**src/hw/rtl/assert_macros.svh**
```systemverilog
// ----------------------------------------------------------------------------
// assert_macros.svh
// Assertion macros shared by the RTL; compiled out with NO_ASSERTIONS.
// ----------------------------------------------------------------------------
`ifndef ASSERT_MACROS_SVH
`define ASSERT_MACROS_SVH
`ifndef NO_ASSERTIONS
// same-cycle implication, clocked on clk, idle during reset
`define SDA_ASSERT_IMP(label, ante, cons) \
    label: assert property (@(posedge clk) disable iff (!rst_n) (ante) |-> (cons)) \
        else $error("assertion failed");
// next-cycle implication
`define SDA_ASSERT_NXT(label, ante, cons) \
    label: assert property (@(posedge clk) disable iff (!rst_n) (ante) |=> (cons)) \
        else $error("assertion failed");
`else
`define SDA_ASSERT_IMP(label, ante, cons)
`define SDA_ASSERT_NXT(label, ante, cons)
`endif
`endif

```
**src/hw/rtl/sda_pkg.sv**
```systemverilog
// ----------------------------------------------------------------------------
// sda_pkg
// Types, constants and helpers for the surface area accumulator.
// ----------------------------------------------------------------------------
`default_nettype none
package sda_pkg;

    localparam int OPND_W = 64;
    localparam int ACC_W  = 128;
    localparam int TOT_W  = 63;
    localparam int LEN_W  = 64;
    localparam int G_W    = 56;

    localparam logic [TOT_W-1:0] SAT_TOTAL = {TOT_W{1'b1}};

    // register indexes
    localparam logic [2:0] REG_EW_RES   = 3'd0;
    localparam logic [2:0] REG_NS_RES   = 3'd1;
    localparam logic [2:0] REG_V_SCALE  = 3'd2;
    localparam logic [2:0] REG_ROW_LEN  = 3'd3;
    localparam logic [2:0] REG_ROW_CNT  = 3'd4;

    // request to the shared multiplier
    typedef struct packed {
        logic start;
        logic accumulate;
    } mul_req_t;

    // |a - b| of two signed samples
    function automatic logic [15:0] abs_diff(input logic signed [15:0] a,
                                             input logic signed [15:0] b);
        logic [16:0] d;
        d = {a[15], a} - {b[15], b};
        return d[16] ? 16'(-d) : d[15:0];
    endfunction

    // saturating add into a Q47.16 total
    function automatic logic [TOT_W-1:0] sat_add(input logic [TOT_W-1:0] t,
                                                 input logic [G_W-1:0] a);
        logic [TOT_W:0] s;
        s = {1'b0, t} + (TOT_W+1)'(a);
        return s[TOT_W] ? SAT_TOTAL : s[TOT_W-1:0];
    endfunction

endpackage
`default_nettype wire

```
**src/hw/rtl/sda_mul.sv**
```systemverilog
// ----------------------------------------------------------------------------
// sda_mul
// 64x64 multiply from four 32x32 partial products, clear or accumulate.
// ----------------------------------------------------------------------------
`default_nettype none
module sda_mul (
    input  wire logic                          clk,
    input  wire logic                          rst_n,
    input  wire sda_pkg::mul_req_t             req,
    input  wire logic [sda_pkg::OPND_W-1:0]    a,
    input  wire logic [sda_pkg::OPND_W-1:0]    b,
    output logic [sda_pkg::ACC_W-1:0]          acc,
    output logic                               done
);
    import sda_pkg::*;

    logic [ACC_W-1:0] acc_reg;
    logic [63:0]      p_reg;
    logic [1:0]       sh_reg;
    logic             pv_reg;
    logic [2:0]       cnt_reg;
    logic             busy_reg;
    logic             done_reg;
    logic [31:0]      op_a;
    logic [31:0]      op_b;
    logic [1:0]       op_sh;
    logic [ACC_W-1:0] p_shifted;

    // partial product select
    always_comb
    begin
        case (cnt_reg[1:0])
            2'd0:
            begin
                op_a = a[31:0];  op_b = b[31:0];  op_sh = 2'd0;
            end
            2'd1:
            begin
                op_a = a[31:0];  op_b = b[63:32]; op_sh = 2'd1;
            end
            2'd2:
            begin
                op_a = a[63:32]; op_b = b[31:0];  op_sh = 2'd1;
            end
            default:
            begin
                op_a = a[63:32]; op_b = b[63:32]; op_sh = 2'd2;
            end
        endcase
    end

    assign p_shifted = {64'd0, p_reg} << {sh_reg, 5'd0};

    always_ff @(posedge clk or negedge rst_n)
    begin
        if (!rst_n)
        begin
            acc_reg  <= '0;
            p_reg    <= '0;
            sh_reg   <= '0;
            pv_reg   <= 1'b0;
            cnt_reg  <= '0;
            busy_reg <= 1'b0;
            done_reg <= 1'b0;
        end
        else if (req.start)
        begin
            if (!req.accumulate)
                acc_reg <= '0;
            pv_reg   <= 1'b0;
            cnt_reg  <= '0;
            busy_reg <= 1'b1;
            done_reg <= 1'b0;
        end
        else
        begin
            done_reg <= 1'b0;
            if (busy_reg)
            begin
                if (pv_reg)
                    acc_reg <= acc_reg + p_shifted;
                if (cnt_reg == 3'd4)
                begin
                    busy_reg <= 1'b0;
                    done_reg <= 1'b1;
                    pv_reg   <= 1'b0;
                end
                else
                begin
                    p_reg   <= op_a * op_b;
                    sh_reg  <= op_sh;
                    pv_reg  <= 1'b1;
                    cnt_reg <= cnt_reg + 3'd1;
                end
            end
        end
    end

    assign acc  = acc_reg;
    assign done = done_reg;
endmodule
`default_nettype wire

```
**config.mk**
```make
export PLATFORM = sky130hd
export DESIGN_NAME = sda_mul
export DESIGN_NICKNAME = d
export VERILOG_FILES = /design/src/hw/rtl/assert_macros.svh /design/src/hw/rtl/sda_pkg.sv /design/src/hw/rtl/sda_mul.sv
export SDC_FILE = /design/constraint.sdc
export NUM_CORES = 2
export LEC_CHECK = 0
export BUFFER_PORTS_ARGS = -buffer_cell sky130_fd_sc_hd__clkbuf_2
export CAP_MARGIN = 10
export CORE_MARGIN = 10
export CORE_UTILIZATION = 55
export CTS_CLUSTER_DIAMETER = 200
export DETAILED_ROUTE_END_ITERATION = 6
export HOLD_SLACK_MARGIN = 0.05
export PLACE_DENSITY = 0.73
export SKIP_LAST_GASP = 1
export SYNTH_ARGS = -nofsm -noshare
export SYNTH_HDL_FRONTEND = slang
export SYNTH_SLANG_ARGS = --single-unit
export TNS_END_PERCENT = 10
```
**constraint.sdc**
```tcl
create_clock -name clk -period 10.2 [get_ports clk]
set_input_delay 0.51 -clock clk [delete_from_list [all_inputs] [get_ports clk]]
set_output_delay 0.51 -clock clk [all_outputs]
set_load 0.1 [all_outputs]
```
==> impl_results.html <==
<table>
<tr><th>Metric</th><th>Value</th></tr>
<tr><th colspan="2">Floorplan</th></tr>
<tr><td>Initial Util</td><td>55.4%</td></tr>
<tr><td>Die Span Y</td><td>321 microns</td></tr>
<tr><td>Die X</td><td>321 microns</td></tr>
<tr><td>Number of rows in the core area</td><td>110</td></tr>
<tr><td>Area of the core</td><td>90000 sq um</td></tr>
<tr><td>Total die area</td><td>103000 sq um</td></tr>
<tr><td>Number of ports placed on the die boundary</td><td>261</td></tr>
<tr><th colspan="2">Timing</th></tr>
<tr><td>Final Cycle Share</td><td>93.5%</td></tr>
<tr><td>Final critical delay including setup and external delays</td><td>9.54 ns</td></tr>
<tr><td>Final number of setup-violating endpoints</td><td>0</td></tr>
<tr><td>Final hold violation count</td><td>0</td></tr>
<tr><td>Maximum clock rate</td><td>0.105 GHz</td></tr>
<tr><td>Final Skew</td><td>0.0255 ns</td></tr>
<tr><td>Fin. max-slew vios</td><td>0</td></tr>
<tr><td>Max_slew headroom</td><td>12.0%</td></tr>
<tr><td>Actual slew at the worst max-slew pin</td><td>1.28 ns</td></tr>
<tr><td>Setup TNS</td><td>0 ns</td></tr>
<tr><td>Setup repair after global routing missed its margin</td><td>false</td></tr>
<tr><th colspan="2">Yosys</th></tr>
<tr><td>Most used flip-flop cell after synthesis</td><td>sky130_fd_sc_hd__dfrtp_1</td></tr>
<tr><td>Cell taking the most area after synthesis</td><td>sky130_fd_sc_hd__fa_1</td></tr>
<tr><td>Fraction of registers with async set or reset after synthesis</td><td>100%</td></tr>
<tr><td>Sequential cell area fraction in the yosys report</td><td>10.0%</td></tr>
<tr><td>Synthesis warning total</td><td>0</td></tr>
<tr><td>Seq cells post-synth</td><td>200</td></tr>
<tr><td>Mean instance size in the synthesized netlist</td><td>8.35 sq um</td></tr>
<tr><td>Fraction of synthesized cell area taken by the top area cell type</td><td>36.0%</td></tr>
<tr><td>Cells taking the most area after synthesis</td><td>sky130_fd_sc_hd__fa_1 36%, sky130_fd_sc_hd__dfrtp_1 10%, sky130_fd_sc_hd__ha_1 9.9%</td></tr>
<tr><td>Most numerous cell types in the synthesized netlist</td><td>951 x sky130_fd_sc_hd__inv_1, 897 x sky130_fd_sc_hd__fa_1, 841 x sky130_fd_sc_hd__nand2_1, 724 x sky130_fd_sc_hd__nor2_1, 395 x sky130_fd_sc_hd__ha_1</td></tr>
<tr><td>Number of flops mapped to enable cells by yosys</td><td>0</td></tr>
<tr><td>Cell area after synthesis</td><td>49900 sq um</td></tr>
<tr><td>Leading cell type by number of instances after synthesis</td><td>sky130_fd_sc_hd__inv_1</td></tr>
<tr><td>Number of nets in the synthesized netlist</td><td>7398</td></tr>
<tr><td>Number of library cell types mapped by synthesis</td><td>73</td></tr>
<tr><td>Cells after Synth</td><td>5974</td></tr>
<tr><th colspan="2">Global route</th></tr>
<tr><td>GRT Overall Usage</td><td>34.5%</td></tr>
<tr><td>Met2 usage in global routing</td><td>54.7%</td></tr>
<tr><td>Leftover overflow at the end of global routing</td><td>0</td></tr>
<tr><td>Number of global-route vias before repair</td><td>45200</td></tr>
<tr><td>Largest net degree at the start of global routing</td><td>126</td></tr>
<tr><td>Routing layer with the top usage in global route</td><td>met2</td></tr>
<tr><td>Met3 global-route usage</td><td>7.96%</td></tr>
<tr><td>Initial antenna violation count</td><td>1</td></tr>
<tr><td>Met1 routing resource usage after global routing</td><td>42.4%</td></tr>
<tr><td>First-pass GRT wire length</td><td>271000 microns</td></tr>
<tr><th colspan="2">Clock network</th></tr>
<tr><td># H-tree levels</td><td>4</td></tr>
<tr><td>Buffers inserted during post-CTS setup optimization</td><td>0</td></tr>
<tr><td>Number of buffers added by the clock tree synthesis step</td><td>17</td></tr>
<tr><td>Number of sinks on the clock net</td><td>200</td></tr>
<tr><td>Largest buffer count on any clock path</td><td>2</td></tr>
<tr><td>Clock-pin slew on the worst setup and hold paths</td><td>0.09 ns</td></tr>
<tr><td># resized after CTS</td><td>0</td></tr>
<tr><td>Source-to-sink clock delay at the later pin of the worst-skew pair</td><td>0.49 ns</td></tr>
<tr><td>Clock root buffer master</td><td>sky130_fd_sc_hd__clkbuf_16</td></tr>
<tr><td>Post-CTS Hold Buffers</td><td>1</td></tr>
<tr><td>CTS tree</td><td>yes</td></tr>
<tr><th colspan="2">Min path</th></tr>
<tr><td>Hold Startpoint</td><td>req[1]</td></tr>
<tr><td>Hold/Removal Path Class</td><td>in -&gt; reg</td></tr>
<tr><th colspan="2">Setup path</th></tr>
<tr><td>Critical Path AT</td><td>9.87 ns</td></tr>
<tr><td>Most repeated library cell on the critical path</td><td>sky130_fd_sc_hd__fa_1</td></tr>
<tr><td>Critical Path Slowest Stage Cell</td><td>sky130_fd_sc_hd__mux2i_2</td></tr>
<tr><td>Category of cells accounting for the largest share of critical-path delay</td><td>adder cells</td></tr>
<tr><td>Kind of launch point of the worst setup path</td><td>flop</td></tr>
<tr><td>Largest incremental delay on the critical path</td><td>0.90 ns</td></tr>
<tr><td>CP Class</td><td>reg -&gt; reg</td></tr>
<tr><td>Setup crit start</td><td>cnt_reg[0]</td></tr>
<tr><td>Type of element capturing the critical path</td><td>flop</td></tr>
<tr><td>Startpoint of the worst register-to-register path</td><td>cnt_reg[0]</td></tr>
<tr><td>Maximum net fanout on the critical path</td><td>59</td></tr>
<tr><td>WP data required</td><td>10.54 ns</td></tr>
<tr><td>Worst path bufs/invs</td><td>5</td></tr>
<tr><th colspan="2">Route</th></tr>
<tr><td>Post-DR vias/cell</td><td>6.07</td></tr>
<tr><td># DRC</td><td>10</td></tr>
<tr><td>Post-detailed-route count of antenna-violating nets</td><td>0</td></tr>
<tr><td>Total number of vias</td><td>43800</td></tr>
<tr><td>Sum of routed wire length over all layers</td><td>179000 microns</td></tr>
<tr><td>Routed len/inst</td><td>24.8 microns</td></tr>
<tr><td>First drt pass iteration count</td><td>7</td></tr>
<tr><td>DRC violation total after the first TritonRoute iteration</td><td>4348</td></tr>
<tr><th colspan="2">Layout</th></tr>
<tr><td>Net count reported at finish</td><td>7458</td></tr>
<tr><td>Layout overhead on the synthesized area</td><td>6.38%</td></tr>
<tr><td>Ant diodes</td><td>0</td></tr>
<tr><td>Filler Cell Count</td><td>8136</td></tr>
<tr><td>Fraction of final layout cells sized beyond drive strength 1</td><td>8.50%</td></tr>
<tr><td>Max FFs per register</td><td>128</td></tr>
<tr><th colspan="2">Run</th></tr>
<tr><td>Number of max-cap violations</td><td>0</td></tr>
<tr><th colspan="2">Placement</th></tr>
<tr><td>IO buf count</td><td>260</td></tr>
<tr><td>Half-perimeter wire length of the detailed placement result</td><td>148000 microns</td></tr>
<tr><td>Placer's final routability congestion estimate</td><td>1.07</td></tr>
<tr><th colspan="2">Status</th></tr>
<tr><td>Failing checks</td><td>design-rule violations</td></tr>
<tr><td>Status</td><td>finished with violations</td></tr>
</table>
kinds of logic (layout without fill, tap and decap cells):
| family | after synthesis | in the layout | synth area share (%) |
|---|---|---|---|
| simple gates | 1912 | 1912 | 16.1 |
| fa+ha+maj | 1292 | 1292 | 45.9 |
| buf+inv | 1265 | 1338 | 9.54 |
| compound gates | 967 | 967 | 12.0 |
| flops | 200 | 200 | 10.0 |
| xor+xnor | 181 | 181 | 3.18 |
| mux | 157 | 157 | 3.31 |
path summary, 6_finish.rpt:
kind                             end  slack [ns]  cells after the start
setup / recovery           p_reg[47]        0.66                     29
hold / removal                pv_reg        0.44                      2
setup reg to reg           p_reg[47]        0.66                     29
hold reg to reg              acc[53]        0.52                      2
max in group asynchronous  sh_reg[0]        8.21                      3
min in group asynchronous    acc[52]        0.55                      2
metal layers:
layer / routed length [microns] / up-vias / part of all wire (%)
met3: 18700 / 586 / 10
met2: 81000 / 2438 / 45
met1: 65400 / 21700 / 37
met4: 13700 / 6 / 7.7
li1: - / 19100 / -
met5: 68 / - / 0.038
final cells by class:
type                            instances  area [sq um]  share of cell area (%)
Clock inverter                         15           220                   0.415
Timing Repair Buffer                  355          2050                    3.86
Inverter                              951          3570                    6.73
Multi-Input combinational cell       4509         40300                    76.0
Clock buffer                           17           425                   0.802
Tap cell                             1176          1470                    2.77
Sequential cell                       200          5010                    9.43
layout by cell type (no fill, tap or decap), types with 18 or more instances in the layout:
cell	netlist	routed
sky130_fd_sc_hd__a21o_1	95	95
sky130_fd_sc_hd__a21oi_1	280	279
sky130_fd_sc_hd__a22o_1	42	42
sky130_fd_sc_hd__a31oi_1	20	20
sky130_fd_sc_hd__and2_1	48	48
sky130_fd_sc_hd__buf_4	0	92
sky130_fd_sc_hd__clkbuf_2	0	259
sky130_fd_sc_hd__dfrtp_1	200	199
sky130_fd_sc_hd__fa_1	897	897
sky130_fd_sc_hd__ha_1	395	395
sky130_fd_sc_hd__inv_1	951	951
sky130_fd_sc_hd__mux2_2	62	62
sky130_fd_sc_hd__mux2i_1	95	57
sky130_fd_sc_hd__mux2i_2	0	36
sky130_fd_sc_hd__nand2_1	841	839
sky130_fd_sc_hd__nand2b_1	18	18
sky130_fd_sc_hd__nand3_1	42	42
sky130_fd_sc_hd__nand4_1	92	92
sky130_fd_sc_hd__nor2_1	724	722
sky130_fd_sc_hd__nor2b_1	46	44
sky130_fd_sc_hd__nor3_1	31	31
sky130_fd_sc_hd__o21ai_0	279	279
sky130_fd_sc_hd__o21ai_1	32	32
sky130_fd_sc_hd__o21bai_1	56	56
sky130_fd_sc_hd__o31ai_1	23	23
sky130_fd_sc_hd__xnor2_1	100	100
sky130_fd_sc_hd__xor2_1	81	81
per-stage QoR:
| step | setup WS (ns) | utilization [%] | std cells | cell area (sq um) | hold slack (ns) |
|---|---|---|---|---|---|
| CTS | 0.794 | 59.0 | 7223 | 53100 | 0.398 |
| detailed placement | 0.770 | 58.2 | 7190 | 52400 | 0.503 |
| floorplan | 1.17 | - | 5974 | 49900 | 0.214 |
| global placement | 0.962 | 58.2 | 7190 | 52400 | 0.496 |
| global route | 0.197 | 59.0 | 7223 | 53100 | 0.423 |
| finish | 0.664 | 59.0 | 7223 | 53100 | 0.438 |
Power is not shown: default switching activity piles up to over one toggle a cycle in this logic, so the estimate is an artifact.
