`config.mk`:
```
export PLATFORM = sky130hd
export DESIGN_NAME = sda_sqrt
export DESIGN_NICKNAME = d
export VERILOG_FILES = /design/src/hw/rtl/assert_macros.svh /design/src/hw/rtl/sda_pkg.sv /design/src/hw/rtl/sda_sqrt.sv
export SDC_FILE = /design/constraint.sdc
export NUM_CORES = 1
export LEC_CHECK = 0
export BUFFER_PORTS_ARGS = -buffer_cell sky130_fd_sc_hd__buf_2
export CAP_MARGIN = 15
export CELL_PAD_IN_SITES_DETAIL_PLACEMENT = 1
export CELL_PAD_IN_SITES_GLOBAL_PLACEMENT = 1
export CORE_ASPECT_RATIO = 0.75
export CORE_MARGIN = 2
export CORE_UTILIZATION = 45
export DETAILED_ROUTE_END_ITERATION = 12
export HOLD_SLACK_MARGIN = 0.15
export PLACE_DENSITY = 0.82
export SYNTH_ARGS = -nofsm -noshare
export SYNTH_HDL_FRONTEND = slang
export SYNTH_SLANG_ARGS = --single-unit
```
`constraint.sdc`:
```
create_clock -name clk -period 4.33 [get_ports clk]
set_input_delay 0.2165 -clock clk [delete_from_list [all_inputs] [get_ports clk]]
set_output_delay 0.2165 -clock clk [all_outputs]
set_load 0.05 [all_outputs]
```
`src/hw/rtl/assert_macros.svh`:
```
// ----------------------------------------------------------------------------
// assert_macros.svh
// Assertion macros shared by the RTL; compiled out with NO_ASSERTIONS.
// ----------------------------------------------------------------------------
`ifndef ASSERT_MACROS_SVH
`define ASSERT_MACROS_SVH
`ifndef NO_ASSERTIONS
// same-cycle implication, clocked on clk, idle during reset
`define SDA_ASSERT_IMP(label, ante, cons) \
    label: assert property (@(posedge clk) disable iff (!rst_n) (ante) |-> (cons)) \
        else $error("assertion failed");
// next-cycle implication
`define SDA_ASSERT_NXT(label, ante, cons) \
    label: assert property (@(posedge clk) disable iff (!rst_n) (ante) |=> (cons)) \
        else $error("assertion failed");
`else
`define SDA_ASSERT_IMP(label, ante, cons)
`define SDA_ASSERT_NXT(label, ante, cons)
`endif
`endif

```
`src/hw/rtl/sda_pkg.sv`:
```
// ----------------------------------------------------------------------------
// sda_pkg
// Types, constants and helpers for the surface area accumulator.
// ----------------------------------------------------------------------------
`default_nettype none
package sda_pkg;

    localparam int OPND_W = 64;
    localparam int ACC_W  = 128;
    localparam int TOT_W  = 63;
    localparam int LEN_W  = 64;
    localparam int G_W    = 56;

    localparam logic [TOT_W-1:0] SAT_TOTAL = {TOT_W{1'b1}};

    // register indexes
    localparam logic [2:0] REG_EW_RES   = 3'd0;
    localparam logic [2:0] REG_NS_RES   = 3'd1;
    localparam logic [2:0] REG_V_SCALE  = 3'd2;
    localparam logic [2:0] REG_ROW_LEN  = 3'd3;
    localparam logic [2:0] REG_ROW_CNT  = 3'd4;

    // request to the shared multiplier
    typedef struct packed {
        logic start;
        logic accumulate;
    } mul_req_t;

    // |a - b| of two signed samples
    function automatic logic [15:0] abs_diff(input logic signed [15:0] a,
                                             input logic signed [15:0] b);
        logic [16:0] d;
        d = {a[15], a} - {b[15], b};
        return d[16] ? 16'(-d) : d[15:0];
    endfunction

    // saturating add into a Q47.16 total
    function automatic logic [TOT_W-1:0] sat_add(input logic [TOT_W-1:0] t,
                                                 input logic [G_W-1:0] a);
        logic [TOT_W:0] s;
        s = {1'b0, t} + (TOT_W+1)'(a);
        return s[TOT_W] ? SAT_TOTAL : s[TOT_W-1:0];
    endfunction

endpackage
`default_nettype wire

```
`src/hw/rtl/sda_sqrt.sv`:
```
// ----------------------------------------------------------------------------
// sda_sqrt
// Integer square root of a 128-bit value, one root bit per cycle.
// ----------------------------------------------------------------------------
`default_nettype none
module sda_sqrt (
    input  wire logic                          clk,
    input  wire logic                          rst_n,
    input  wire logic                          start,
    input  wire logic [sda_pkg::ACC_W-1:0]     radicand,
    output logic [sda_pkg::LEN_W-1:0]          root,
    output logic                               done
);
    import sda_pkg::*;

    logic [ACC_W-1:0] rad_reg;
    logic [67:0]      rem_reg;
    logic [LEN_W-1:0] root_reg;
    logic [5:0]       cnt_reg;
    logic             busy_reg;
    logic             done_reg;
    logic [67:0]      rem_sh;
    logic [67:0]      trial;

    // restoring step: bring down two bits, try root*4+1
    assign rem_sh = {rem_reg[65:0], rad_reg[ACC_W-1:ACC_W-2]};
    assign trial  = {2'b00, root_reg, 2'b01};

    always_ff @(posedge clk or negedge rst_n)
    begin
        if (!rst_n)
        begin
            rad_reg  <= '0;
            rem_reg  <= '0;
            root_reg <= '0;
            cnt_reg  <= '0;
            busy_reg <= 1'b0;
            done_reg <= 1'b0;
        end
        else if (start)
        begin
            rad_reg  <= radicand;
            rem_reg  <= '0;
            root_reg <= '0;
            cnt_reg  <= '0;
            busy_reg <= 1'b1;
            done_reg <= 1'b0;
        end
        else
        begin
            done_reg <= 1'b0;
            if (busy_reg)
            begin
                rad_reg <= {rad_reg[ACC_W-3:0], 2'b00};
                if (rem_sh >= trial)
                begin
                    rem_reg  <= rem_sh - trial;
                    root_reg <= {root_reg[LEN_W-2:0], 1'b1};
                end
                else
                begin
                    rem_reg  <= rem_sh;
                    root_reg <= {root_reg[LEN_W-2:0], 1'b0};
                end
                cnt_reg <= cnt_reg + 6'd1;
                if (cnt_reg == 6'd63)
                begin
                    busy_reg <= 1'b0;
                    done_reg <= 1'b1;
                end
            end
        end
    end

    assign root = root_reg;
    assign done = done_reg;
endmodule
`default_nettype wire

```
==> results of run 1 <==
==> layout by cell type, fill, tap and decap left out, types with 7 or more instances in the layout <==
| cell | n |
|---|---|
| sky130_fd_sc_hd__dfrtp_1 | 265 |
| sky130_fd_sc_hd__nand2_1 | 219 |
| sky130_fd_sc_hd__mux2i_1 | 202 |
| sky130_fd_sc_hd__o21ai_0 | 200 |
| sky130_fd_sc_hd__buf_2 | 193 |
| sky130_fd_sc_hd__nor2_1 | 189 |
| sky130_fd_sc_hd__a21oi_1 | 134 |
| sky130_fd_sc_hd__dlygate4sd3_1 | 132 |
| sky130_fd_sc_hd__inv_1 | 85 |
| sky130_fd_sc_hd__ha_1 | 67 |
| sky130_fd_sc_hd__a211oi_1 | 39 |
| sky130_fd_sc_hd__nand4_1 | 31 |
| sky130_fd_sc_hd__clkbuf_16 | 30 |
| sky130_fd_sc_hd__xnor2_1 | 29 |
| sky130_fd_sc_hd__xor2_1 | 29 |
| sky130_fd_sc_hd__nor3_1 | 24 |
| sky130_fd_sc_hd__and3_1 | 16 |
| sky130_fd_sc_hd__o211ai_1 | 15 |
| sky130_fd_sc_hd__a21o_1 | 15 |
| sky130_fd_sc_hd__o21a_1 | 15 |
| sky130_fd_sc_hd__o21bai_1 | 15 |
| sky130_fd_sc_hd__nand3_1 | 12 |
| sky130_fd_sc_hd__buf_4 | 10 |
| sky130_fd_sc_hd__nand2b_1 | 9 |
| sky130_fd_sc_hd__a41oi_1 | 9 |
| sky130_fd_sc_hd__nor2b_1 | 9 |
| sky130_fd_sc_hd__diode_2 | 8 |
| sky130_fd_sc_hd__a31oi_1 | 8 |
| sky130_fd_sc_hd__or3_1 | 8 |
| sky130_fd_sc_hd__clkinv_2 | 7 |
==> worst min-delay path by stage <==
stage | startpoint | to | slack [ns]
CTS | rst_n | root[43] | 0.30
floorplan | rst_n | busy_reg | -0.08
global placement | rst_n | root[48] | 0.34
global route | rst_n | root[43] | 0.35
detailed placement | rst_n | root[43] | 0.33
finish | rst_n | root[48] | 0.28
==> critical path, delay by kind of cell (launching register included) <==
| kind | cells | cell delay [ns] |
|---|---|---|
| DFF | 1 | 0.43 |
| adders and majority gates | 1 | 0.44 |
| buffers and inverters | 3 | 0.61 |
| and+or+nand+nor | 6 | 1.66 |
| AOI/OAI and AO/OA | 3 | 0.77 |
==> power by group through the flow <==
stage	Clock [uW]	Combinational, uW	Sequential (uW)
4_1_cts	2740	6670	3120
3_5_place_dp	0	6500	3160
2_1_floorplan	0	4820	3090
5_1_grt	2910	7540	3190
3_3_place_gp	0	6310	3140
6_report	2780	6910	3160
==> area by class of cell <==
type	instances	area [um2]	share of cell area (%)
diodes	8	20.0	0.100
clock buffers	37	827	4.15
clock inverters	19	209	1.05
inverters	87	327	1.64
multi-input cells	1372	8790	44.1
flip-flops and latches	266	6660	33.4
well taps	465	582	2.92
repair buffers	343	2510	12.6
==> metal layers <==
layer | GRT usage [%] | share of wire (%)
met1 | 38.4 | 41
met2 | 51.2 | 48
met3 | 5.22 | 5.3
met4 | 16.4 | 5.8
met5 | 0 | 0
==> kinds of logic after synthesis <==
logic type,synth area share (%)
mux,12.7
buf+inv,5.14
fa+ha+maj,5.15
compound gates,18.4
flops,40.9
simple gates,14.6
xor+xnor,3.12
==> through the flow <==
| step | instances | area (um2) |
|---|---|---|
| global placement | 2401 | 17500 |
| global route | 2594 | 19900 |
| floorplan | 1848 | 16300 |
| finish | 2597 | 19900 |
| CTS | 2589 | 19900 |
| detailed placement | 2401 | 17500 |
==> timing repair <==
item                                   in CTS  in global routing
setup endpoints to repair                   0                  0
endpoints found under the hold margin     250                  0
hold buffers                              132                  0
==> parameters.txt, run 1 <==
Parameter                              Value

STA
  Transition time of the tightest slew-check pin    1.07 ns
  Total negative setup slack    0 ns
  Final worst path period share    93.8%
  Hold Worst Slack    0.283 ns
  Final count of hold timing violations    0
  Worst Setup Slack, final    0.270 ns
  Setup repair after global routing missed its margin    false
  Setup clock skew after layout    0.0319 ns
  Final min period    4.06 ns
  Setup violations, final    0
  Relative slew slack    28.7%
  Achievable Freq    246 MHz
  Count of pins over their slew limit    0

Synthesis
  Area of the mapped netlist    0.0163 mm2
  Register bit count reported by yosys    266
  Number of nets in the synthesized netlist    2046
  Share of async-settable or async-resettable flops after synthesis    100%
  Synth unique cells    61
  Cell count after synthesis    1848
  Top cells by area, synth    sky130_fd_sc_hd__dfrtp_1 41%, sky130_fd_sc_hd__mux2i_1 12%, sky130_fd_sc_hd__o21ai_0 6.1%
  Ys flop type    sky130_fd_sc_hd__dfrtp_1
  Cell accounting for the most synthesized area    sky130_fd_sc_hd__dfrtp_1
  Synth Warn #    0
  Register area share after synthesis    40.9%
  Most frequent cells after synthesis    266 x sky130_fd_sc_hd__dfrtp_1, 219 x sky130_fd_sc_hd__nand2_1, 202 x sky130_fd_sc_hd__mux2i_1, 200 x sky130_fd_sc_hd__o21ai_0, 189 x sky130_fd_sc_hd__nor2_1
  Area share of the largest cell type after synthesis    40.9%
  Post-synthesis average cell area    8.81 um2
  Number of flops mapped to enable cells by yosys    0
  Cell with the most instances after synthesis    sky130_fd_sc_hd__dfrtp_1

Pwr
  Internal power    7050 uW
  Portion of total power attributed to combinational logic    53.8%
  Clk pwr share    21.6%
  Sequential cell fraction of total power    24.6%
  Final Total Pwr    12800 uW
  PwrDens    645 mW/mm2
  Peak supply drop    471 uV
  Net switching component of the power    5790 uW
  Leakage    0.0105 uW
  Switching part of the total    45.1%

GRT
  Global router's overall resource usage    30.7%
  Global-route wire length before repair    92.0 mm
  Initial antenna violation count    6
  Aggregate global routing overflow    0
  Via count of the first global-routing pass    16300
  Largest net degree at the start of global routing    265

Placed design
  Count of port buffers added during placement    195
  Weighted congestion reported at the end of routability-driven placement    0.920
  Pre-CTS worst setup slack    0.508 ns
  Detailed placement HPWL    34.1 mm

Route
  Violation count after the first detailed-routing iteration    1195
  Number of design rule violations left after detail routing    0
  Pre-Repair DR Iteration Count    7
  Remaining number of nets flagged by the antenna check after routing    0
  Overall via count from detail_route    15400
  Routed wire per std cell    22.7 um
  Routed wire length    59.0 mm
  Routed vias/inst    5.93

Critical path
  Maximum fanout along the worst path    15
  Crit path arrival time    4.53 ns
  Class of the most critical setup path    flip-flop to flip-flop
  Endpoint type of the worst setup path    flip-flop
  Data required time of the worst path    4.80 ns
  Most common cell on crit path    sky130_fd_sc_hd__buf_4
  Setup slack of the worst register-to-register path    0.27 ns
  Worst R2R Path Depth    13
  Kind of launch point of the worst setup path    flip-flop
  Source of the critical timing path    root[8]
  Reg-to-Reg Start    root[8]
  Cell type of the slowest stage on the worst timing path    sky130_fd_sc_hd__nor4_1
  Maximum single-stage delay on the critical path    0.64 ns
  End of the worst register-to-register path    rem_reg[7]
  Critical path endpoint    rem_reg[7]
  Chain of cells forming the critical path    inv_1 > ha_1 > nand4_2 > nor4_1 > and3_1 > nand4_1 > a41o_1 > nor4b_4 > nand2_1 > buf_4 > buf_4 > o21ai_0 > a211oi_1

Final layout
  P&R area growth vs syn    22.4%
  Proportion of layout cells with a drive suffix above 1    13.4%
  Final design utilization    55.8%
  Number of filler instances in the final layout    4125
  Flip-flop count of the largest register after layout    128
  Final Net Count    2298

Clock network
  CTS tree    built
  Post-CTS setup-driven buffer insertion count    0
  Clock sink count    266
  Inserted Clock Buffers    30
  Clock transition time at the flip-flop clock pins of the worst setup and hold paths    0.07 ns
  Library cell used as clock root buffer    sky130_fd_sc_hd__clkbuf_16
  H-tree depth reported by CTS    1
  CTS resizes    0
  Clock latency of the later-clocked register in the worst-skew pair    0.60 ns
  Bufs on Longest Clock Path    3

Min path
  Worst Hold Class    primary input to asynchronous set/reset pin

Die
  Std-Cell Core Area    0.0357 mm2
  DIE HEIGHT    169 um
  IO Pins    196
  Number of rows created at floorplan    60
  Die ar.    0.0377 mm2
  Die Width    224 um
  Initial core utilization    45.6%

Flow run
  Max-cap violations    0

Outcome
  Outcome    finished clean
No activity file was read; power rests on OpenSTA's default activity.
==> run 2: changes to the inputs <==
--- a/config.mk
+++ b/config.mk
@@ -15,6 +15,7 @@
 export DETAILED_ROUTE_END_ITERATION = 12
 export HOLD_SLACK_MARGIN = 0.15
 export PLACE_DENSITY = 0.82
+export RECOVER_POWER = 50
 export SYNTH_ARGS = -nofsm -noshare
 export SYNTH_HDL_FRONTEND = slang
 export SYNTH_SLANG_ARGS = --single-unit
==> run 2 against run 1 <==
Net effect:
- the flow now finishes with violations (capacitance limit, slew limit)
- sequential share of layout area increased by 0.11 points
- wire length about the same
- sequential cell count unchanged
- clock skew fell by 0.0011 ns
- combinational power about the same
- design area is 0.39% lower
- global-route usage is the same
- critical path depth did not move
- worst setup slack gained 0.024 ns
- power down 0.17%
- count of clock-buffer cells in the layout stayed put
- non-clock buffer count is the same
==> parameters.txt, run 2 (same netlist as run 1, synthesis figures left out) <==
Parameter                              Value

Placed design
  Count of port buffers added during placement    195 (unchanged)
  Number of placed instances, taps included    2401 (unchanged)
  Detailed placement HPWL    34.1 mm (unchanged)
  Weighted congestion reported at the end of routability-driven placement    0.920 (unchanged)

GRT
  Largest net degree at the start of global routing    265 (unchanged)
  Global-route wire length before repair    92.0 mm (unchanged)
  Aggregate global routing overflow    0 (unchanged)
  Initial antenna violation count    6 (unchanged)
  Via count of the first global-routing pass    16300 (unchanged)
  Global router's overall resource usage    30.7% (unchanged)

Pwr
  Sequential cell fraction of total power    24.6% (about the same)
  Portion of total power attributed to combinational logic    53.7% (was 53.8%)
  Net switching component of the power    5770 uW (was 5790 uW)
  Clk pwr share    21.7% (was 21.6%)
  Internal power    7050 uW (about the same)
  Peak supply drop    467 uV (was 471 uV)
  Leakage    0.0103 uW (was 0.0105 uW)
  PwrDens    646 mW/mm2 (was 645 mW/mm2)
  Switching part of the total    45.0% (was 45.1%)

STA
  Total negative setup slack    0 ns (unchanged)
  Count of pins over their slew limit    162 (was 0)
  Final min period    4.04 ns (was 4.06 ns)
  Setup repair after global routing missed its margin    false (unchanged)
  Transition time of the tightest slew-check pin    2.99 ns (was 1.07 ns)
  Achievable Freq    248 MHz (was 246 MHz)
  Relative slew slack    -99.1% (was 28.7%)
  Setup violations, final    0 (unchanged)
  Setup clock skew after layout    0.0309 ns (was 0.0319 ns)
  Final worst path period share    93.2% (was 93.8%)
  Final count of hold timing violations    0 (unchanged)

Route
  Routed vias/inst    5.93 (about the same)
  Overall via count from detail_route    15400 (about the same)
  Routed wire length    59.0 mm (about the same)
  Routed wire per std cell    22.7 um (about the same)
  Remaining number of nets flagged by the antenna check after routing    0 (unchanged)
  Number of design rule violations left after detail routing    0 (unchanged)
  Pre-Repair DR Iteration Count    5 (was 7)
  Violation count after the first detailed-routing iteration    1144 (was 1195)

Clock network
  CTS tree    built (unchanged)
  Clock latency of the later-clocked register in the worst-skew pair    0.60 ns (about the same)
  Post-CTS setup-driven buffer insertion count    0 (unchanged)
  Inserted Clock Buffers    30 (unchanged)
  Clock sink count    266 (unchanged)
  H-tree depth reported by CTS    1 (unchanged)
  Library cell used as clock root buffer    sky130_fd_sc_hd__clkbuf_16 (unchanged)
  Clock transition time at the flip-flop clock pins of the worst setup and hold paths    0.08 ns (was 0.07 ns)
  Bufs on Longest Clock Path    3 (unchanged)

Critical path
  Maximum fanout along the worst path    15 (unchanged)
  Cell type of the slowest stage on the worst timing path    sky130_fd_sc_hd__nor4_1 (unchanged)
  Data required time of the worst path    4.80 ns (about the same)
  Maximum single-stage delay on the critical path    0.65 ns (was 0.64 ns)
  Endpoint type of the worst setup path    flip-flop (unchanged)
  Most common cell on crit path    sky130_fd_sc_hd__buf_4 (unchanged)
  Class of the most critical setup path    flip-flop to flip-flop (unchanged)
  Kind of launch point of the worst setup path    flip-flop (unchanged)
  Worst path buffer plus inverter count    3 (unchanged)
  Crit path arrival time    4.50 ns (was 4.53 ns)
  Critical path's top delay family    simple AND/OR/NAND/NOR gates (unchanged)
  Chain of cells forming the critical path    inv_1 > ha_1 > nand4_2 > nor4_1 > and3_1 > nand4_1 > a41o_1 > nor4b_4 > nand2_1 > buf_4 > buf_4 > o21ai_0 > a211oi_1 (unchanged)

Die
  Initial core utilization    45.6% (unchanged)
  Std-Cell Core Area    0.0357 mm2 (unchanged)
  Number of rows created at floorplan    60 (unchanged)
  DIE HEIGHT    169 um (unchanged)
  Die ar.    0.0377 mm2 (unchanged)
  IO Pins    196 (unchanged)
  Die Width    224 um (unchanged)

Outcome
  Violated checks    capacitance limit, slew limit
  Outcome    finished, violations left (was finished clean)

Min path
  Worst Hold Class    primary input to flip-flop (was primary input to asynchronous set/reset pin)

Final layout
  Proportion of layout cells with a drive suffix above 1    11.4% (was 13.4%)
  P&R area growth vs syn    21.9% (was 22.4%)
  Most common cell after layout, fill and taps aside    sky130_fd_sc_hd__dfrtp_1 (unchanged)
  Flip-flop count of the largest register after layout    128 (unchanged)
  Most frequent cells in the layout    266 x sky130_fd_sc_hd__dfrtp_1, 219 x sky130_fd_sc_hd__nand2_1, 202 x sky130_fd_sc_hd__mux2i_1 (was 265 x sky130_fd_sc_hd__dfrtp_1, 219 x sky130_fd_sc_hd__nand2_1, 202 x sky130_fd_sc_hd__mux2i_1)
  Filler-free cell count of the finished design    2597 (unchanged)
  Final Net Count    2298 (unchanged)

Flow run
  Max-cap violations    2 (was 0)
-- run 2: through the flow --
step | setup slack (ns) | hold WS [ns] | util (%) | area [um2] | power [uW]
floorplan | 0.973 | -0.0791 | - | 16300 | 7910
global placement | 0.595 | 0.340 | 49.1 | 17500 | 9440
detailed placement | 0.508 | 0.329 | 49.1 | 17500 | 9660
CTS | 0.470 | 0.304 | 55.7 | 19900 | 12500
global route | 0.111 | 0.387 | 55.5 | 19800 | 13600
finish | 0.294 | 0.363 | 55.5 | 19800 | 12800
-- run 2: final cells by class --
class | instances | area [um2]
inverter | 87 | 327
timing repair buffer | 343 | 2440
fill | 4146 | 15900
multi-input combinational | 1372 | 8790
clock buffer | 37 | 827
sequential | 266 | 6660
tap | 465 | 582
clock inverter | 19 | 209
antenna | 8 | 20.0
-- run 2: power by group through the flow --
stage | Combinational [uW] | Clock (uW) | Sequential, uW
6_report | 6880 | 2780 | 3160
5_1_grt | 7540 | 2910 | 3190
4_1_cts | 6670 | 2740 | 3120
3_5_place_dp | 6500 | 0 | 3160
3_3_place_gp | 6310 | 0 | 3140
2_1_floorplan | 4820 | 0 | 3090
-- run 2: final timing paths --
| check | from | end | slack [ns] | depth (start not counted) |
|---|---|---|---|---|
| max in group asynchronous | rst_n | root[14] | 0.81 | 3 |
| setup reg to reg | root[8] | rem_reg[7] | 0.29 | 13 |
| hold reg to reg | rem_reg[23] | rem_reg[23] | 0.56 | 1 |
| min in group asynchronous | rst_n | root[48] | 1.09 | 2 |
| setup / recovery | root[8] | rem_reg[7] | 0.29 | 13 |
| hold / removal | radicand[19] | rad_reg[19] | 0.36 | 4 |
-- run 2: what timing repair did --
item | CTS | global route
endpoints found under the hold margin | 250 | 0
resized for setup | 0 | 0
hold buffers | 132 | 0
-- run 2: per-layer routing --
metal	share of wire, %	global-route usage, %
met1	41	38.4
met2	48	51.2
met3	5.7	5.22
met4	5.8	16.4
met5	0	0
-- run 2: worst min-delay path: cells and delay by family --
family | cells | cell delay, ns
and+or+nand+nor | 1 | 0.04
AOI/OAI and AO/OA | 1 | 0.06
buffers and inverters | 2 | 0.60
==> run 3: changes to the inputs <==
--- a/config.mk
+++ b/config.mk
@@ -6,7 +6,7 @@
 export NUM_CORES = 1
 export LEC_CHECK = 0
 export BUFFER_PORTS_ARGS = -buffer_cell sky130_fd_sc_hd__buf_2
-export CAP_MARGIN = 15
+export CAP_MARGIN = 20
 export CELL_PAD_IN_SITES_DETAIL_PLACEMENT = 1
 export CELL_PAD_IN_SITES_GLOBAL_PLACEMENT = 1
 export CORE_ASPECT_RATIO = 0.75
@@ -14,7 +14,7 @@
 export CORE_UTILIZATION = 45
 export DETAILED_ROUTE_END_ITERATION = 12
 export HOLD_SLACK_MARGIN = 0.15
-export PLACE_DENSITY = 0.82
+export PLACE_DENSITY_LB_ADDON = 0.2
 export RECOVER_POWER = 50
 export SYNTH_ARGS = -nofsm -noshare
 export SYNTH_HDL_FRONTEND = slang
==> run 3 against run 2 <==
Net effect:
- the run still ends with capacitance limit, slew limit left
- sequential power barely moved
- global-route usage fell by 1.9 points
- cell count did not move
- combinational power fell by 1%
- count of clock-buffer cells in the layout rose by 5
- clock skew fell by 0.017 ns
- sequential share of layout area barely moved
- largest power group unchanged
==> parameters.txt, run 3 (same netlist as run 1, synthesis figures left out) <==
Parameter                              Value

Final layout
  Most frequent cells in the layout    266 x sky130_fd_sc_hd__dfrtp_1, 219 x sky130_fd_sc_hd__nand2_1, 202 x sky130_fd_sc_hd__mux2i_1 (unchanged)
  P&R area growth vs syn    21.8% (was 21.9%)
  Most common cell after layout, fill and taps aside    sky130_fd_sc_hd__dfrtp_1 (unchanged)
  Proportion of layout cells with a drive suffix above 1    11.5% (was 11.4%)
  Final Net Count    2303 (was 2298)
  Flip-flop count of the largest register after layout    128 (unchanged)
  Filler-free cell count of the finished design    2597 (unchanged)

Route
  Number of design rule violations left after detail routing    0 (unchanged)
  Routed wire length    55.2 mm (was 59.0 mm)
  Remaining number of nets flagged by the antenna check after routing    0 (unchanged)
  Routed wire per std cell    21.2 um (was 22.7 um)
  Pre-Repair DR Iteration Count    6 (was 5)
  Violation count after the first detailed-routing iteration    1116 (was 1144)
  Overall via count from detail_route    15000 (was 15400)
  Routed vias/inst    5.78 (was 5.93)

Critical path
  Reg-to-Reg Start    root[44] (was root[8])
  Kind of launch point of the worst setup path    flip-flop (unchanged)
  Data required time of the worst path    4.80 ns (about the same)
  Crit path arrival time    4.41 ns (was 4.50 ns)
  Endpoint type of the worst setup path    flip-flop (unchanged)
  Source of the critical timing path    root[44] (was root[8])
  Critical path endpoint    rem_reg[50] (was rem_reg[7])
  Maximum fanout along the worst path    20 (was 15)
  End of the worst register-to-register path    rem_reg[50] (was rem_reg[7])
  Setup slack of the worst register-to-register path    0.39 ns (was 0.29 ns)
  Worst R2R Path Depth    12 (was 13)
  Class of the most critical setup path    flip-flop to flip-flop (unchanged)

Placed design
  Pre-CTS worst setup slack    0.482 ns (was 0.508 ns)
  Detailed placement HPWL    33.8 mm (was 34.1 mm)
  Number of placed instances, taps included    2400 (was 2401)
  Count of port buffers added during placement    195 (unchanged)
  Weighted congestion reported at the end of routability-driven placement    0.918 (was 0.920)

Flow run
  Max-cap violations    2 (unchanged)

Clock network
  Inserted Clock Buffers    29 (was 30)
  Clock latency of the later-clocked register in the worst-skew pair    0.57 ns (was 0.60 ns)
  Clock transition time at the flip-flop clock pins of the worst setup and hold paths    0.06 ns (was 0.08 ns)
  Clock sink count    266 (unchanged)
  Library cell used as clock root buffer    sky130_fd_sc_hd__clkbuf_16 (unchanged)
  CTS tree    built (unchanged)
  Bufs on Longest Clock Path    3 (unchanged)
  CTS resizes    0 (unchanged)
  Post-CTS setup-driven buffer insertion count    0 (unchanged)
  H-tree depth reported by CTS    1 (unchanged)
  Hold Buf Count CTS    139 (was 132)

Pwr
  Switching part of the total    44.5% (was 45.0%)
  Clk pwr share    20.6% (was 21.7%)
  Peak supply drop    377 uV (was 467 uV)
  Portion of total power attributed to combinational logic    54.4% (was 53.7%)
  Internal power    6950 uW (was 7050 uW)
  PwrDens    632 mW/mm2 (was 646 mW/mm2)
  Sequential cell fraction of total power    25.0% (was 24.6%)
  Net switching component of the power    5570 uW (was 5770 uW)
  Leakage    0.0103 uW (about the same)

Die
  Number of rows created at floorplan    60 (unchanged)
  Initial core utilization    45.6% (unchanged)
  Die ar.    0.0377 mm2 (unchanged)
  IO Pins    196 (unchanged)
  Std-Cell Core Area    0.0357 mm2 (unchanged)
  DIE HEIGHT    169 um (unchanged)
  Die Width    224 um (unchanged)

GRT
  Via count of the first global-routing pass    15800 (was 16300)
  Initial antenna violation count    5 (was 6)
  Global router's overall resource usage    28.8% (was 30.7%)
  Aggregate global routing overflow    0 (unchanged)
  Global-route wire length before repair    87.3 mm (was 92.0 mm)
  Largest net degree at the start of global routing    208 (was 265)

STA
  Setup repair after global routing missed its margin    false (unchanged)
  Achievable Freq    254 MHz (was 248 MHz)
  Transition time of the tightest slew-check pin    2.67 ns (was 2.99 ns)
  Total negative setup slack    0 ns (unchanged)
  Setup clock skew after layout    0.0141 ns (was 0.0309 ns)
  Final worst path period share    90.9% (was 93.2%)
  Final min period    3.94 ns (was 4.04 ns)
  Setup violations, final    0 (unchanged)
  Relative slew slack    -78.3% (was -99.1%)
  Final count of hold timing violations    0 (unchanged)
  Count of pins over their slew limit    150 (was 162)
  Worst Setup Slack, final    0.394 ns (was 0.294 ns)

Outcome
  Outcome    finished, violations left (unchanged)
  Violated checks    capacitance limit, slew limit (unchanged)

Min path
  Worst Hold Class    primary input to flip-flop (unchanged)
[run 3: worst min path at each step]
stage / start / to / slack [ns] / cells after the start
after CTS: rst_n / root[20] / 0.28 / 2
after detailed placement: rst_n / root[20] / 0.29 / 1
after global placement: rst_n / root[20] / 0.28 / 1
final: radicand[34] / rad_reg[34] / 0.40 / 4
after floorplan: rst_n / busy_reg / -0.08 / 0
after global routing: radicand[79] / rad_reg[79] / 0.41 / 4
[run 3: stage by stage]
stage	cell area [um2]	util, %	power, uW	hold slack [ns]
2_1_floorplan	16300	-	7910	-0.0791
3_3_place_gp	17500	49.0	9490	0.283
3_5_place_dp	17500	49.0	9640	0.293
4_1_cts	19900	55.6	12400	0.281
5_1_grt	19800	55.5	13400	0.411
6_report	19800	55.5	12500	0.398
[run 3: cell type report]
type                            count  area [um2]
Sequential cell                   266        6660
Timing Repair Buffer              349        2500
Antenna cell                        6        15.0
Clock buffer                       42         845
Multi-Input combinational cell   1372        8790
Tap cell                          465         582
Fill cell                        4173       15900
Clock inverter                     10         108
Inverter                           87         327
[run 3: power by group through the flow]
| stage | registers [uW] | clock network, uW | logic [uW] |
|---|---|---|---|
| 2_1_floorplan | 3090 | 0 | 4820 |
| 3_3_place_gp | 3130 | 0 | 6350 |
| 3_5_place_dp | 3150 | 0 | 6490 |
| 4_1_cts | 3110 | 2610 | 6660 |
| 5_1_grt | 3170 | 2710 | 7500 |
| 6_report | 3130 | 2580 | 6810 |
[run 3: worst max-delay path, cell delays in order (launching register included)]
cell,delay [ns]
sky130_fd_sc_hd__dfrtp_1,0.40
sky130_fd_sc_hd__inv_1,0.07
sky130_fd_sc_hd__ha_1,0.46
sky130_fd_sc_hd__nand2_1,0.19
sky130_fd_sc_hd__nor4_2,0.54
sky130_fd_sc_hd__and3_1,0.31
sky130_fd_sc_hd__nand4_1,0.13
sky130_fd_sc_hd__a41o_1,0.28
sky130_fd_sc_hd__nor4b_4,0.13
sky130_fd_sc_hd__and2_2,0.38
sky130_fd_sc_hd__nor2_1,0.46
sky130_fd_sc_hd__nand4_1,0.28
sky130_fd_sc_hd__a21oi_1,0.20
[run 3: layer usage]
layer  vias up  global-route usage (%)  wire length (um)
met4         0                    11.7              2220
met5         -                       0                 0
met3       135                    4.34              2490
li1       7018                       -                 -
met2       357                    47.6             26100
met1      7513                    38.2             24300
